**src/design/ssk_pkg.sv**
```systemverilog
// shared types and constants of the selection sort core
`timescale 1ns / 1ps
`default_nettype none

package ssk_pkg;

  localparam int unsigned KEY_W = 16;
  localparam int unsigned TAG_W = 8;
  localparam int unsigned REC_W = KEY_W + TAG_W;

  typedef enum logic [3:0] {
    ST_IDLE,
    ST_SORT_POS,
    ST_SORT_FIRST,
    ST_SORT_SCAN,
    ST_SWAP_BEST,
    ST_SWAP_POS,
    ST_EMIT_RD,
    ST_EMIT_LOAD,
    ST_EMIT_WAIT
  } state_e;

  typedef struct packed {
    logic store_item;  // write or drop the incoming request
    logic rd_pos;      // read entry at pos, start scan behind it
    logic take_first;  // load best and pos copies from read data
    logic rd_scan;     // read entry at scan index
    logic cmp_scan;    // compare read data against best
    logic wr_best;     // write pos copy to best index
    logic wr_pos;      // write best record to pos, advance pos
    logic rd_out;      // read entry at output index
    logic load_out;    // load output register
    logic next_out;    // advance output index
    logic clear_set;   // run done, empty the store
  } cmd_t;

  typedef struct packed {
    logic pos_last;   // no position left that needs a scan
    logic scan_more;  // scan index still below item count
    logic out_last;   // output index is the final record
  } sts_t;

endpackage

`default_nettype wire

```
**src/design/selection_sort_by_key_core.sv**
```systemverilog
// top level of the keyed record selection sort core
// load: one cycle per request while s_axis_tready is high; extra requests past MAX_ITEMS
//   are dropped and flagged on every result of the run
// sort: for each position, scan the records behind it for the smallest key, then swap; one read port
// emit: each result is read, registered and held until accepted, then the next one is read
// no new request is taken from the last input until the final result is accepted
// reset: asynchronous active low, store count and drop flag cleared, store contents left as is
`timescale 1ns / 1ps
`default_nettype none

module selection_sort_by_key_core #(
  parameter int unsigned MAX_ITEMS = 16
) (
  input  wire logic        clk_i,
  input  wire logic        rst_ni,
  // input request stream
  input  wire logic        s_axis_tvalid,
  output      logic        s_axis_tready,
  input  wire logic [23:0] s_axis_tdata,   // [15:0] page_key, [23:16] record_tag
  input  wire logic        s_axis_tlast,   // last_in
  // sorted result stream
  output      logic        m_axis_tvalid,
  input  wire logic        m_axis_tready,
  output      logic [23:0] m_axis_tdata,   // [15:0] sorted_key, [23:16] sorted_tag
  output      logic        m_axis_tlast,   // last_out
  output      logic        m_axis_tuser    // overflow
);

  localparam int unsigned KW = ssk_pkg::KEY_W;
  localparam int unsigned RW = ssk_pkg::REC_W;

  ssk_pkg::cmd_t       cmd;
  ssk_pkg::sts_t       sts;
  logic [KW-1:0]       out_key;
  logic [ssk_pkg::TAG_W-1:0] out_tag;

  // sequencer: idle/load, per-position scan and swap, then one result at a time
  ssk_ctrl u_ctrl (
    .clk_i       (clk_i),
    .rst_ni      (rst_ni),
    .in_valid_i  (s_axis_tvalid),
    .in_last_i   (s_axis_tlast),
    .in_ready_o  (s_axis_tready),
    .out_valid_o (m_axis_tvalid),
    .out_ready_i (m_axis_tready),
    .cmd_o       (cmd),
    .sts_i       (sts)
  );

  // store, running minimum with its index, and the output register
  ssk_dpath #(
    .MAX_ITEMS (MAX_ITEMS)
  ) u_dpath (
    .clk_i      (clk_i),
    .rst_ni     (rst_ni),
    .cmd_i      (cmd),
    .sts_o      (sts),
    .in_key_i   (s_axis_tdata[KW-1:0]),
    .in_tag_i   (s_axis_tdata[RW-1:KW]),
    .out_key_o  (out_key),
    .out_tag_o  (out_tag),
    .out_last_o (m_axis_tlast),
    .out_ovf_o  (m_axis_tuser)
  );

  assign m_axis_tdata = {out_tag, out_key};

endmodule

`default_nettype wire

```
**src/design/ssk_ram.sv**
```systemverilog
// generic single write port ram with registered read
`timescale 1ns / 1ps
`default_nettype none

module ssk_ram #(
  parameter int unsigned WIDTH = 24,
  parameter int unsigned DEPTH = 16
) (
  input  wire logic                     clk_i,
  input  wire logic                     we_i,
  input  wire logic [$clog2(DEPTH)-1:0] waddr_i,
  input  wire logic [WIDTH-1:0]         wdata_i,
  input  wire logic [$clog2(DEPTH)-1:0] raddr_i,
  output      logic [WIDTH-1:0]         rdata_o
);

  logic [WIDTH-1:0] mem_q [DEPTH];
  logic [WIDTH-1:0] rdata_q;

  always_ff @(posedge clk_i) begin
    if (we_i) begin
      mem_q[waddr_i] <= wdata_i;
    end
    rdata_q <= mem_q[raddr_i];
  end

  assign rdata_o = rdata_q;

endmodule

`default_nettype wire

```
**src/design/ssk_dpath.sv**
```systemverilog
// record store, sort indexes, best-record registers and output register
`timescale 1ns / 1ps
`default_nettype none

module ssk_dpath #(
  parameter int unsigned MAX_ITEMS = 16
) (
  input  wire logic                     clk_i,
  input  wire logic                     rst_ni,
  input  wire ssk_pkg::cmd_t            cmd_i,
  output      ssk_pkg::sts_t            sts_o,
  input  wire logic [ssk_pkg::KEY_W-1:0] in_key_i,
  input  wire logic [ssk_pkg::TAG_W-1:0] in_tag_i,
  output      logic [ssk_pkg::KEY_W-1:0] out_key_o,
  output      logic [ssk_pkg::TAG_W-1:0] out_tag_o,
  output      logic                     out_last_o,
  output      logic                     out_ovf_o
);

  localparam int unsigned IW = $clog2(MAX_ITEMS);
  localparam int unsigned CW = $clog2(MAX_ITEMS + 1);
  localparam int unsigned KW = ssk_pkg::KEY_W;
  localparam int unsigned RW = ssk_pkg::REC_W;

  logic [CW-1:0] count_q, count_d;
  logic          dropped_q, dropped_d;
  logic [IW-1:0] pos_q, pos_d;
  logic [CW-1:0] scan_q, scan_d;
  logic [IW-1:0] out_idx_q, out_idx_d;
  logic [IW-1:0] rd_idx_q, rd_idx_d;
  logic [IW-1:0] best_idx_q, best_idx_d;
  logic [RW-1:0] best_rec_q, best_rec_d;
  logic [RW-1:0] pos_rec_q, pos_rec_d;
  logic [RW-1:0] out_rec_q, out_rec_d;
  logic          out_last_q, out_last_d;
  logic          out_ovf_q, out_ovf_d;

  logic          mem_we;
  logic [IW-1:0] mem_waddr;
  logic [RW-1:0] mem_wdata;
  logic [IW-1:0] mem_raddr;
  logic [RW-1:0] mem_rdata;
  logic          not_full;
  logic [CW-1:0] pos_next;
  logic [CW-1:0] out_next;

  ssk_ram #(
    .WIDTH (RW),
    .DEPTH (MAX_ITEMS)
  ) u_ram (
    .clk_i   (clk_i),
    .we_i    (mem_we),
    .waddr_i (mem_waddr),
    .wdata_i (mem_wdata),
    .raddr_i (mem_raddr),
    .rdata_o (mem_rdata)
  );

  assign not_full = count_q < CW'(MAX_ITEMS);
  assign pos_next = CW'(pos_q) + CW'(1);
  assign out_next = CW'(out_idx_q) + CW'(1);

  assign sts_o.pos_last  = pos_next >= count_q;
  assign sts_o.scan_more = scan_q < count_q;
  assign sts_o.out_last  = out_next == count_q;

  // one write port: load, or one half of a swap
  always_comb begin
    mem_we    = 1'b0;
    mem_waddr = count_q[IW-1:0];
    mem_wdata = {in_tag_i, in_key_i};
    if (cmd_i.store_item && not_full) begin
      mem_we = 1'b1;
    end else if (cmd_i.wr_best) begin
      mem_we    = 1'b1;
      mem_waddr = best_idx_q;
      mem_wdata = pos_rec_q;
    end else if (cmd_i.wr_pos) begin
      mem_we    = 1'b1;
      mem_waddr = pos_q;
      mem_wdata = best_rec_q;
    end
  end

  always_comb begin
    mem_raddr = out_idx_q;
    if (cmd_i.rd_pos) begin
      mem_raddr = pos_q;
    end else if (cmd_i.rd_scan) begin
      mem_raddr = scan_q[IW-1:0];
    end else if (cmd_i.rd_out) begin
      mem_raddr = out_idx_q;
    end
  end

  always_comb begin
    count_d    = count_q;
    dropped_d  = dropped_q;
    pos_d      = pos_q;
    scan_d     = scan_q;
    out_idx_d  = out_idx_q;
    rd_idx_d   = rd_idx_q;
    best_idx_d = best_idx_q;
    best_rec_d = best_rec_q;
    pos_rec_d  = pos_rec_q;
    out_rec_d  = out_rec_q;
    out_last_d = out_last_q;
    out_ovf_d  = out_ovf_q;

    if (cmd_i.store_item) begin
      if (not_full) begin
        count_d = count_q + CW'(1);
      end else begin
        dropped_d = 1'b1;
      end
    end
    if (cmd_i.rd_pos) begin
      scan_d = pos_next;
    end
    if (cmd_i.take_first) begin
      best_rec_d = mem_rdata;
      pos_rec_d  = mem_rdata;
      best_idx_d = pos_q;
    end
    if (cmd_i.cmp_scan && (mem_rdata[KW-1:0] < best_rec_q[KW-1:0])) begin
      best_rec_d = mem_rdata;
      best_idx_d = rd_idx_q;
    end
    if (cmd_i.rd_scan) begin
      rd_idx_d = scan_q[IW-1:0];
      scan_d   = scan_q + CW'(1);
    end
    if (cmd_i.wr_pos) begin
      pos_d = pos_next[IW-1:0];
    end
    if (cmd_i.load_out) begin
      out_rec_d  = mem_rdata;
      out_last_d = sts_o.out_last;
      out_ovf_d  = dropped_q;
    end
    if (cmd_i.next_out) begin
      out_idx_d = out_next[IW-1:0];
    end
    if (cmd_i.clear_set) begin
      count_d   = '0;
      dropped_d = 1'b0;
      pos_d     = '0;
      out_idx_d = '0;
    end
  end

  always_ff @(posedge clk_i or negedge rst_ni) begin
    if (!rst_ni) begin
      count_q   <= '0;
      dropped_q <= 1'b0;
      pos_q     <= '0;
      scan_q    <= '0;
      out_idx_q <= '0;
    end else begin
      count_q   <= count_d;
      dropped_q <= dropped_d;
      pos_q     <= pos_d;
      scan_q    <= scan_d;
      out_idx_q <= out_idx_d;
    end
  end

  always_ff @(posedge clk_i) begin
    rd_idx_q   <= rd_idx_d;
    best_idx_q <= best_idx_d;
    best_rec_q <= best_rec_d;
    pos_rec_q  <= pos_rec_d;
    out_rec_q  <= out_rec_d;
    out_last_q <= out_last_d;
    out_ovf_q  <= out_ovf_d;
  end

  assign out_key_o  = out_rec_q[KW-1:0];
  assign out_tag_o  = out_rec_q[RW-1:KW];
  assign out_last_o = out_last_q;
  assign out_ovf_o  = out_ovf_q;

endmodule

`default_nettype wire

```
**src/design/ssk_ctrl.sv**
```systemverilog
// load, sort and emit sequencer of the selection sort core
`timescale 1ns / 1ps
`default_nettype none

module ssk_ctrl (
  input  wire logic          clk_i,
  input  wire logic          rst_ni,
  input  wire logic          in_valid_i,
  input  wire logic          in_last_i,
  output      logic          in_ready_o,
  output      logic          out_valid_o,
  input  wire logic          out_ready_i,
  output      ssk_pkg::cmd_t cmd_o,
  input  wire ssk_pkg::sts_t sts_i
);

  ssk_pkg::state_e state_q, state_d;

  always_ff @(posedge clk_i or negedge rst_ni) begin
    if (!rst_ni) begin
      state_q <= ssk_pkg::ST_IDLE;
    end else begin
      state_q <= state_d;
    end
  end

  always_comb begin
    state_d     = state_q;
    cmd_o       = '0;
    in_ready_o  = 1'b0;
    out_valid_o = 1'b0;
    case (state_q)
      ssk_pkg::ST_IDLE: begin
        in_ready_o = 1'b1;
        if (in_valid_i) begin
          cmd_o.store_item = 1'b1;
          if (in_last_i) begin
            state_d = ssk_pkg::ST_SORT_POS;
          end
        end
      end
      ssk_pkg::ST_SORT_POS: begin
        if (sts_i.pos_last) begin
          state_d = ssk_pkg::ST_EMIT_RD;
        end else begin
          cmd_o.rd_pos = 1'b1;
          state_d      = ssk_pkg::ST_SORT_FIRST;
        end
      end
      ssk_pkg::ST_SORT_FIRST: begin
        cmd_o.take_first = 1'b1;
        cmd_o.rd_scan    = 1'b1;
        state_d          = ssk_pkg::ST_SORT_SCAN;
      end
      ssk_pkg::ST_SORT_SCAN: begin
        cmd_o.cmp_scan = 1'b1;
        if (sts_i.scan_more) begin
          cmd_o.rd_scan = 1'b1;
        end else begin
          state_d = ssk_pkg::ST_SWAP_BEST;
        end
      end
      ssk_pkg::ST_SWAP_BEST: begin
        cmd_o.wr_best = 1'b1;
        state_d       = ssk_pkg::ST_SWAP_POS;
      end
      ssk_pkg::ST_SWAP_POS: begin
        cmd_o.wr_pos = 1'b1;
        state_d      = ssk_pkg::ST_SORT_POS;
      end
      ssk_pkg::ST_EMIT_RD: begin
        cmd_o.rd_out = 1'b1;
        state_d      = ssk_pkg::ST_EMIT_LOAD;
      end
      ssk_pkg::ST_EMIT_LOAD: begin
        cmd_o.load_out = 1'b1;
        state_d        = ssk_pkg::ST_EMIT_WAIT;
      end
      ssk_pkg::ST_EMIT_WAIT: begin
        out_valid_o = 1'b1;
        if (out_ready_i) begin
          if (sts_i.out_last) begin
            cmd_o.clear_set = 1'b1;
            state_d         = ssk_pkg::ST_IDLE;
          end else begin
            cmd_o.next_out = 1'b1;
            state_d        = ssk_pkg::ST_EMIT_RD;
          end
        end
      end
      default: begin
        state_d = ssk_pkg::ST_IDLE;
      end
    endcase
  end

endmodule

`default_nettype wire

```
**config.mk**
```make
export PLATFORM = sky130hd
export DESIGN_NAME = selection_sort_by_key_core
export DESIGN_NICKNAME = d
export VERILOG_FILES = /design/src/design/ssk_pkg.sv /design/src/design/selection_sort_by_key_core.sv /design/src/design/ssk_ram.sv /design/src/design/ssk_dpath.sv /design/src/design/ssk_ctrl.sv
export SDC_FILE = /design/constraint.sdc
export NUM_CORES = 1
export LEC_CHECK = 0
export ABC_CLOCK_PERIOD_IN_PS = 4450
export BUFFER_PORTS_ARGS = -buffer_cell sky130_fd_sc_hd__buf_4
export CORE_MARGIN = 3
export CORE_UTILIZATION = 64
export CTS_BUF_LIST = sky130_fd_sc_hd__clkbuf_8
export DETAILED_ROUTE_END_ITERATION = 10
export HOLD_SLACK_MARGIN = 0.15
export PLACE_DENSITY = 0.86
export SLEW_MARGIN = 15
export SYNTH_ARGS = -nofsm -noshare
export SYNTH_HDL_FRONTEND = slang
export SYNTH_SLANG_ARGS = --single-unit
```
**constraint.sdc**
```tcl
create_clock -name clk_i -period 4.45 [get_ports clk_i]
set_input_delay 0.445 -clock clk_i [delete_from_list [all_inputs] [get_ports clk_i]]
set_output_delay 0.445 -clock clk_i [all_outputs]
set_load 0.02 [all_outputs]
```
==> results of run 1 <==
metal layers:
metal | track usage | up-vias
met5 | 0 | -
met4 | 0.139 | 0
met3 | 0.0541 | 197
met2 | 0.487 | 896
met1 | 0.390 | 6560
li1 | - | 5741
stage by stage:
step | cells | util | area (sq um) | setup slack (ns)
floorplan | 1481 | - | 20700 | 0.893
global placement | 1906 | 0.690 | 21900 | 0.351
detailed placement | 1906 | 0.690 | 21900 | 0.181
CTS | 2045 | 0.736 | 23300 | 0.0678
global route | 2048 | 0.737 | 23400 | 0.0864
finish | 2048 | 0.737 | 23400 | 0.247
cell families (layout without fill, tap and decap cells):
kind of cell / Yosys count / in the layout / synth area share
mux: 108 / 108 / 0.0539
buf+inv: 107 / 272 / 0.0223
compound gates: 186 / 186 / 0.0642
flops: 513 / 513 / 0.725
fa+ha+maj: 28 / 28 / 0.0169
xor+xnor: 12 / 12 / 0.00507
simple gates: 527 / 527 / 0.112
critical path, delay by kind of cell, from the launching register on:
kind	cells	cell delay, ns
DFF	1	0.47
xor gates and xnor gates	1	0.22
and+or+nand+nor	3	0.43
adders and majority gates	2	0.58
AOI/OAI and AO/OA	6	1.66
buffers and inverters	4	0.72
repair_timing:
| action | 4_1_cts | 5_1_grt |
|---|---|---|
| buffers inserted | 0 | 1 |
| resized for setup | 0 | 0 |
| setup endpoints to repair | 0 | 21 |
| hold endpoints to repair | 26 | 0 |
| hold buffers | 3 | 0 |
flip-flops by register name, summed over array words and instances (netlist names):
register	flops
u_dpath.rd_idx_q	4
u_dpath.best_idx_q	4
u_dpath.out_last_o	1
u_dpath.u_ram.mem_q	384
u_dpath.dropped_q	1
u_dpath.out_idx_q	4
u_ctrl.state_q	4
u_dpath.scan_q	5
u_dpath.count_q	5
u_dpath.pos_rec_q	24
u_dpath.pos_q	4
u_dpath.u_ram.rdata_o	24
u_dpath.out_rec_q	24
u_dpath.out_ovf_o	1
u_dpath.best_rec_q	24
placed cells by master (no fill, tap or decap), types with 4 or more instances in the layout:
master and n:
nor2_2 18, ha_1 28, a311o_1 24, nand4_1 4, nand3_1 56, or3_1 4
a21oi_2 5, xnor2_1 8, mux2_1 4, clkbuf_8 84, a211oi_1 28, buf_4 95
clkinv_1 16, clkinv_2 13, a21o_1 10, mux2i_1 79, edfxtp_1 466, a21oi_1 58
o21ai_0 12, nor2_1 47, buf_12 12, dfxtp_1 24, nand2b_1 9, inv_1 44
mux2_2 25, o32ai_1 25, xor2_1 4, and3_1 75, dfrtp_1 22, nand2_1 294
worst paths after layout:
path / to / slack [ns] / cells past startpoint
hold / removal: u_ctrl.state_q[0] / 0.30 / 4
min in group asynchronous: u_dpath.pos_q[3] / 0.31 / 2
max in group asynchronous: u_ctrl.state_q[0] / 3.87 / 2
setup reg to reg: u_dpath.u_ram.rdata_o[19] / 0.25 / 16
hold reg to reg: u_dpath.out_ovf_o / 0.47 / 0
setup / recovery: u_dpath.u_ram.rdata_o[19] / 0.25 / 16
cell type report:
type | count | share of cell area
multi-input cells | 861 | 0.228
well taps | 402 | 0.0215
clock buffers | 84 | 0.0494
clock inverters | 52 | 0.0111
inverters | 26 | 0.00423
repair buffers | 110 | 0.0421
flip-flops and latches | 513 | 0.644
==> metrics, run 1 <==
status complete, no violations; start point of the worst hold path s_axis_tlast; Fin Hold WS 0.303 ns; clock buffer depth 3; crit end category register; Netlist Area Pre-Place approximately 21,000 sq um; wire per inst 24.9 um; Max Used Layer met4; fmax 238 MHz; Slew Limit Fails 0; Initial DRT Pass Iterations 6; FF+latch count, synth 513; largest net degree at the start of global routing 73; Core ar. 31,700 sq um; leading area contributor after synthesis edfxtp_1; Synth-to-Final Area Change 12.7%; initial antenna violation count 0; H-tree levels 3; root buf cell clkbuf_8; I/O Buffers 56; Post-synth EDFFs around 470; Slowest cell on crit path o21ai_4; met2 wire len 25.0 mm; RSZ-0062 raised after global routing false; Worst-path clk slew 0.06 ns; TritonCTS Sinks 513; CP startpoint kind register; via count between 10,000 and 15,000; Worst-Skew Late Latency 0.61 ns; die extent in y 186 um; Slew @ Worst Pin 1.23 ns; DRC errors left 0; final setup vio count 0; critical-path maximum fanout 47; Synth area leaders edfxtp_1, nand2_1, mux2i_1, dfrtp_1, dfxtp_1; CTS tree built; die width 186 um; Crit path largest cell delay 0.49 ns; Seq. cell area roughly 15,000 sq um; sequential-to-total area share from yosys stat 0.725; die area 34,600 sq um; yosys warns 0; Fin Clk Skew 0.0231 ns; top-level I/O count 57; worst hold path class in -> reg; metal3 WL ~5 mm; r2r startpoint u_dpath.pos_q[0]; synth cell count leaders edfxtp_1, nand2_1, mux2i_1; Num CTS Buffers 77; Period minus WS final 4.20 ns; Total GRT Usage 0.297; Max Cap Viol 0; fraction of registers with async set or reset after synthesis 0.0448; number of global-route vias before repair between 10,000 and 15,000; nets@finish approximately 1,600; ys flop type edfxtp_1; routability cong. 0.901; routed wire length 50.9 mm; Hold Fails Final Rpt 0; sequence of cells on the critical path ha_1, xnor2_1, inv_1, ha_1, a21oi_1, o21ai_0, o21ai_4, nor2_1, a221oi_4, buf_12, buf_12, buf_4, nand2_1, and3_1, o32ai_1, a311o_1; wire length on met1 about 19 mm; global-route wire length before repair 76.3 mm; Post-DRT Antenna Nets 0; WP data arrival around 4.7 ns; most common cell in the netlist edfxtp_1; Site Rows 65; Initial Util 0.654; class of the most critical setup path reg -> reg; syn nets between 1,500 and 2,000; total grt overflow 0; share of post-route cells with drive strength above 1 0.163; DR iter-0 viols between 1,500 and 2,000; DP HPWL 28.3 mm; worst setup path startpoint u_dpath.pos_q[0]; total negative slack 0 ns; number of library cell types mapped by synthesis 57; Tcrit/Tclk final 0.945; top cell type's share of synthesized area 0.674; Slew headroom 0.182; Fill cells 1,801; ANT cells 0; Mapped Cells between 1,000 and 1,500; vias per cell 6.54; Multi-input gate area 5340 sq um; Req. time, crit path 4.98 ns; Synth Area per Inst 14.0 sq um
Power of run 1 is not shown: default switching activity piles up to over one toggle a cycle in this logic, so the estimate is an artifact.
==> run 2, diff against run 1 <==
CORE_UTILIZATION = 55   (was 64)
PLACE_DENSITY = 0.77   (was 0.86)
==> metrics, run 2 (same netlist as run 1, synthesis figures left out) <==
status complete, no violations; DP HPWL 27.1 mm (-4.0%); RSZ-0062 raised after global routing false; fmax 245 MHz (+2.8%); vias per cell 5.93 (-9.3%); TritonCTS Sinks 513 (unchanged); Initial DRT Pass Iterations 7 (+1); crit end category register; wire per inst 22.4 um (-10%); Crit path largest cell delay 0.46 ns (-0.03 ns); Synth-to-Final Area Change 13.6%; DRC errors left 0 (unchanged); die width 200 um (+7.6%); Site Rows 70 (+7.7%); Max Used Layer met4; Crit path max-delay family compound AO/OA/AOI/OAI gates; routability cong. 0.877 (-2.7%); Period minus WS final 4.09 ns (-0.113 ns); metal3 WL 3.52 mm (-29%); Hold Fails Final Rpt 0 (unchanged); DR iter-0 viols 1,264 (-25%); ANT cells 0 (unchanged); Slowest cell on crit path dfrtp_1; critical-path maximum fanout 74 (+57%); Largest register FFs 384 (unchanged); clock buffer depth 3 (unchanged); wire length on met1 19.8 mm (+5.6%); Post-DRT Antenna Nets 0 (unchanged); most common library cell in the layout ignoring fill and taps edfxtp_1; routed wire length 48.1 mm (-5.5%); Slew headroom 0.196 (+0.0141); via count 12,800 (-4.7%); top-level I/O count 57 (unchanged); cts repair resizes 0 (unchanged); global-route wire length before repair 74.4 mm (-2.5%); root buf cell clkbuf_8; H-tree levels 3 (unchanged); die extent in y 200 um (+7.6%); Biggest register u_dpath.u_ram.mem_q; die area 40,100 sq um (+16%); Req. time, crit path 4.95 ns (-0.03 ns); Worst-path clk slew 0.07 ns (about the same); most frequent cells in the layout edfxtp_1, nand2_1, buf_4, clkbuf_8, mux2i_1; final setup vio count 0 (unchanged); I/O Buffers 56 (unchanged); Initial Util 0.563 (-0.0915); worst hold path class in -> reg; initial antenna violation count 0 (unchanged); Num CTS Buffers 78 (+1.3%); CP startpoint kind register; Slew @ Worst Pin 1.21 ns (-0.0211 ns); total grt overflow 0 (unchanged); sequence of cells on the critical path ha_1, xnor2_1, inv_1, ha_1, a21oi_1, o21ai_0, o21ai_4, nor2_1, a221oi_4, buf_12, buf_12, mux2i_1, mux2_2, o32ai_1, a311o_1; met2 wire len 23.5 mm (-6.1%); Tcrit/Tclk final 0.919 (-0.0255); nets@finish 1,641 (-0.30%); CTS tree built; Fin Clk Skew 0.0257 ns (+0.00255 ns); crit path buf inv count 3 (-1); share of post-route cells with drive strength above 1 0.158 (-0.00445); Worst-Skew Late Latency 0.62 ns (about the same); Slew Limit Fails 0 (unchanged); total negative slack 0 ns (unchanged); class of the most critical setup path reg -> reg; WP data arrival 4.59 ns (-0.15 ns); largest net degree at the start of global routing 75 (+2.7%); Total GRT Usage 0.240 (-0.0569); Core ar. 36,900 sq um (+16%); number of global-route vias before repair 12,700 (-5.7%); Max Cap Viol 0 (unchanged)
## run 2: changes by cell type in the layout (fill, tap and decap cells not counted), sizes merged
cell,before,now
buf,107,101
bufinv,1,3
clkbuf,84,85
clkinv,29,15
clkinvlp,2,4
inv,46,63
## run 2: per-layer routing
layer,global-route usage,vias to the layer above
met1,0.330,6317
met5,0,-
met3,0.0374,114
li1,-,5734
met2,0.394,596
met4,0.0844,0
## run 2: layout make-up
class,instances,area [sq um]
sequential,513,15100
fill,2531,13300
multi-input combinational,861,5340
clock buffer,85,1170
timing repair buffer,104,938
tap,504,631
clock inverter,59,339
inverter,26,98.8
## run 2: worst paths after layout
kind	cells after the start	end	slack [ns]	start
max in group asynchronous	2	u_ctrl.state_q[0]	3.88	rst_ni
setup / recovery	15	u_dpath.u_ram.rdata_o[19]	0.36	u_dpath.pos_q[0]
min in group asynchronous	2	u_dpath.count_q[0]	0.29	rst_ni
hold reg to reg	0	u_dpath.out_ovf_o	0.46	u_dpath.dropped_q
hold / removal	4	u_ctrl.state_q[0]	0.27	s_axis_tlast
setup reg to reg	15	u_dpath.u_ram.rdata_o[19]	0.36	u_dpath.pos_q[0]
## run 2: repair_timing
action	in CTS	in global routing
hold endpoints to repair	26	0
endpoints found under the setup margin	0	4
hold buffers	3	0
setup buffers	0	2
## run 2: tightest hold or removal path, delay by kind of cell
kind | cells | cell delay [ns]
buffers and inverters | 1 | 0.08
AOI/OAI and AO/OA | 2 | 0.17
and+or+nand+nor | 1 | 0.15
## run 2: through the flow
step                      std cells  hold WS (ns)  area [sq um]  worst slack, ns  utilization
after floorplan                1481         0.149         20700            0.893            -
after global placement         2003         0.363         22000            0.403        0.596
after detailed placement       2003         0.366         22000            0.265        0.596
after CTS                      2150         0.242         23500            0.231        0.638
after global routing           2152         0.318         23600            0.106        0.639
final                          2152         0.269         23600            0.360        0.639
Power of run 2 is left out for the same reason.
==> run 3, diff against run 2 <==
CORE_MARGIN = 5   (was 3)
CORE_UTILIZATION = 64   (was 55)
PLACE_DENSITY = 0.86   (was 0.77)
==> metrics, run 3 (same netlist as run 1, synthesis figures left out) <==
Period minus WS final 4.12 ns (+0.0328 ns); total negative slack 0 ns (unchanged); crit-path most repeated cell o21ai_1; worst hold path class in -> async; Core ar. 32,300 sq um (-12%); Site Rows 66 (-5.7%); Tcrit/Tclk final 0.926 (+0.00738); status complete, no violations; sequence of cells on the critical path inv_1, ha_1, a21o_1, a31oi_1, o21ai_1, and2_2, clkinv_2, mux2i_1, o21ai_1, nand2b_1, buf_4, o32ai_1, a311o_1; Crit path max-delay family compound AO/OA/AOI/OAI gates; Slew @ Worst Pin 1.23 ns (+0.0272 ns); Post-DRT Antenna Nets 0 (unchanged); crit end category register; Initial DRT Pass Iterations 6 (-1); CP startpoint kind register; Final Core Density 0.727 (+0.0882); class of the most critical setup path reg -> reg; crit path buf inv count 3 (unchanged); Crit path largest cell delay 0.47 ns (about the same); RSZ-0062 raised after global routing false; Total GRT Usage 0.281 (+0.0410); ANT cells 0 (unchanged); Biggest register u_dpath.u_ram.mem_q; via count 13,300 (+4.1%); routability cong. 0.884 (+0.76%); wire per inst 24.4 um (+9.1%); Slowest cell on crit path dfrtp_1; Max Used Layer met4; largest net degree at the start of global routing 97 (+29%); DP HPWL 29.5 mm (+8.6%); RR Endpoint u_dpath.u_ram.rdata_o[16]; Worst-Skew Late Latency 0.62 ns (about the same); Slew headroom 0.178 (-0.0182); die extent in y 190 um (-5.1%); worst setup path startpoint u_dpath.count_q[2]; nets@finish 1,646 (+0.30%); root buf cell clkbuf_8; share of post-route cells with drive strength above 1 0.159 (+0.000924); fmax 243 MHz (-0.80%); met2 wire len 25.3 mm (+7.9%); die area 36,100 sq um (-9.9%); TritonCTS Sinks 513 (unchanged); number of global-route vias before repair 13,300 (+4.3%); vias per cell 6.35 (+7.0%); wire length on met1 18.8 mm (-5.4%); Num CTS Buffers 77 (-1.3%); die width 190 um (-5.1%); top-level I/O count 57 (unchanged); Worst-path clk slew 0.07 ns (about the same); clock buffer depth 3 (unchanged); Initial Util 0.643 (+0.0799); Hold Fails Final Rpt 0 (unchanged); Fin Clk Skew 0.0332 ns (+0.00751 ns); Max Cap Viol 0 (unchanged); critical-path maximum fanout 12 (-84%); CTS tree built; Req. time, crit path 4.95 ns (about the same); initial antenna violation count 0 (unchanged); dpl ws 0.294 ns (+0.0288 ns); I/O Buffers 56 (unchanged); R2R depth 13 (-2); WP data arrival 4.62 ns (+0.03 ns); DRC errors left 0 (unchanged); metal3 WL 5.06 mm (+44%); worst reg-to-reg setup slack 0.33 ns (-0.03 ns); r2r startpoint u_dpath.count_q[2]; routed wire length 51.1 mm (+6.1%); DR iter-0 viols 1,683 (+33%); Slew Limit Fails 0 (unchanged); total grt overflow 0 (unchanged); final setup vio count 0 (unchanged); most common library cell in the layout ignoring fill and taps edfxtp_1; Synth-to-Final Area Change 13.2%; H-tree levels 3 (unchanged); global-route wire length before repair 76.8 mm (+3.2%); most frequent cells in the layout edfxtp_1, nand2_1, buf_4, clkbuf_8, mux2i_1; Largest register FFs 384 (unchanged); final worst slack 0.327 ns (-0.0328 ns)
-- run 3: cell types whose count changed in the layout (fill, tap and decap cells not counted), sizes merged --
cell / change
buf: +6
bufinv: -1
clkbuf: -5
clkinvlp: -2
inv: -10
clkinv: +15
-- run 3: layout make-up --
cell class | instances | area (sq um)
clock buffers | 80 | 1100
repair buffers | 110 | 1010
flip-flops and latches | 513 | 15100
well taps | 442 | 553
fillers | 1894 | 8800
inverters | 26 | 98.8
multi-input cells | 861 | 5340
clock inverters | 61 | 332
-- run 3: routing by layer --
layer  up-vias  global-route usage
li1       5737                   -
met1      6538               0.376
met2       861               0.469
met3       149              0.0406
met4         0               0.117
met5         -                   0
-- run 3: what timing repair did --
item,4_1_cts,5_1_grt
setup buffers,0,4
resized for setup,0,1
setup endpoints to repair,0,5
hold buffers,3,0
hold endpoints to repair,26,0
-- run 3: worst register-to-register path, stage by stage, from the launching register on --
cell and delay, ns:
dfrtp_1 0.47, inv_1 0.17, ha_1 0.35, a21o_1 0.13, a31oi_1 0.05, o21ai_1 0.38, and2_2 0.37, clkinv_2 0.24
mux2i_1 0.18, o21ai_1 0.37, nand2b_1 0.43, buf_4 0.37, o32ai_1 0.15, a311o_1 0.34
-- run 3: stage by stage --
step / area [sq um] / cells / hold slack (ns)
4_1_cts: 23400 / 2089 / 0.262
6_report: 23500 / 2093 / 0.263
3_5_place_dp: 22000 / 1945 / 0.369
5_1_grt: 23500 / 2093 / 0.289
2_1_floorplan: 20700 / 1481 / 0.149
3_3_place_gp: 22000 / 1945 / 0.358
-- run 3: worst max-delay path by stage --
stage	to	slack, ns	cells past startpoint
floorplan	u_dpath.u_ram.mem_q[13][0]	0.89	8
global placement	u_dpath.u_ram.rdata_o[21]	0.47	14
detailed placement	u_dpath.u_ram.rdata_o[12]	0.29	14
CTS	u_dpath.u_ram.rdata_o[17]	0.26	14
global route	u_dpath.u_ram.rdata_o[12]	0.11	14
finish	u_dpath.u_ram.rdata_o[16]	0.33	13
Power of run 3 is left out for the same reason.
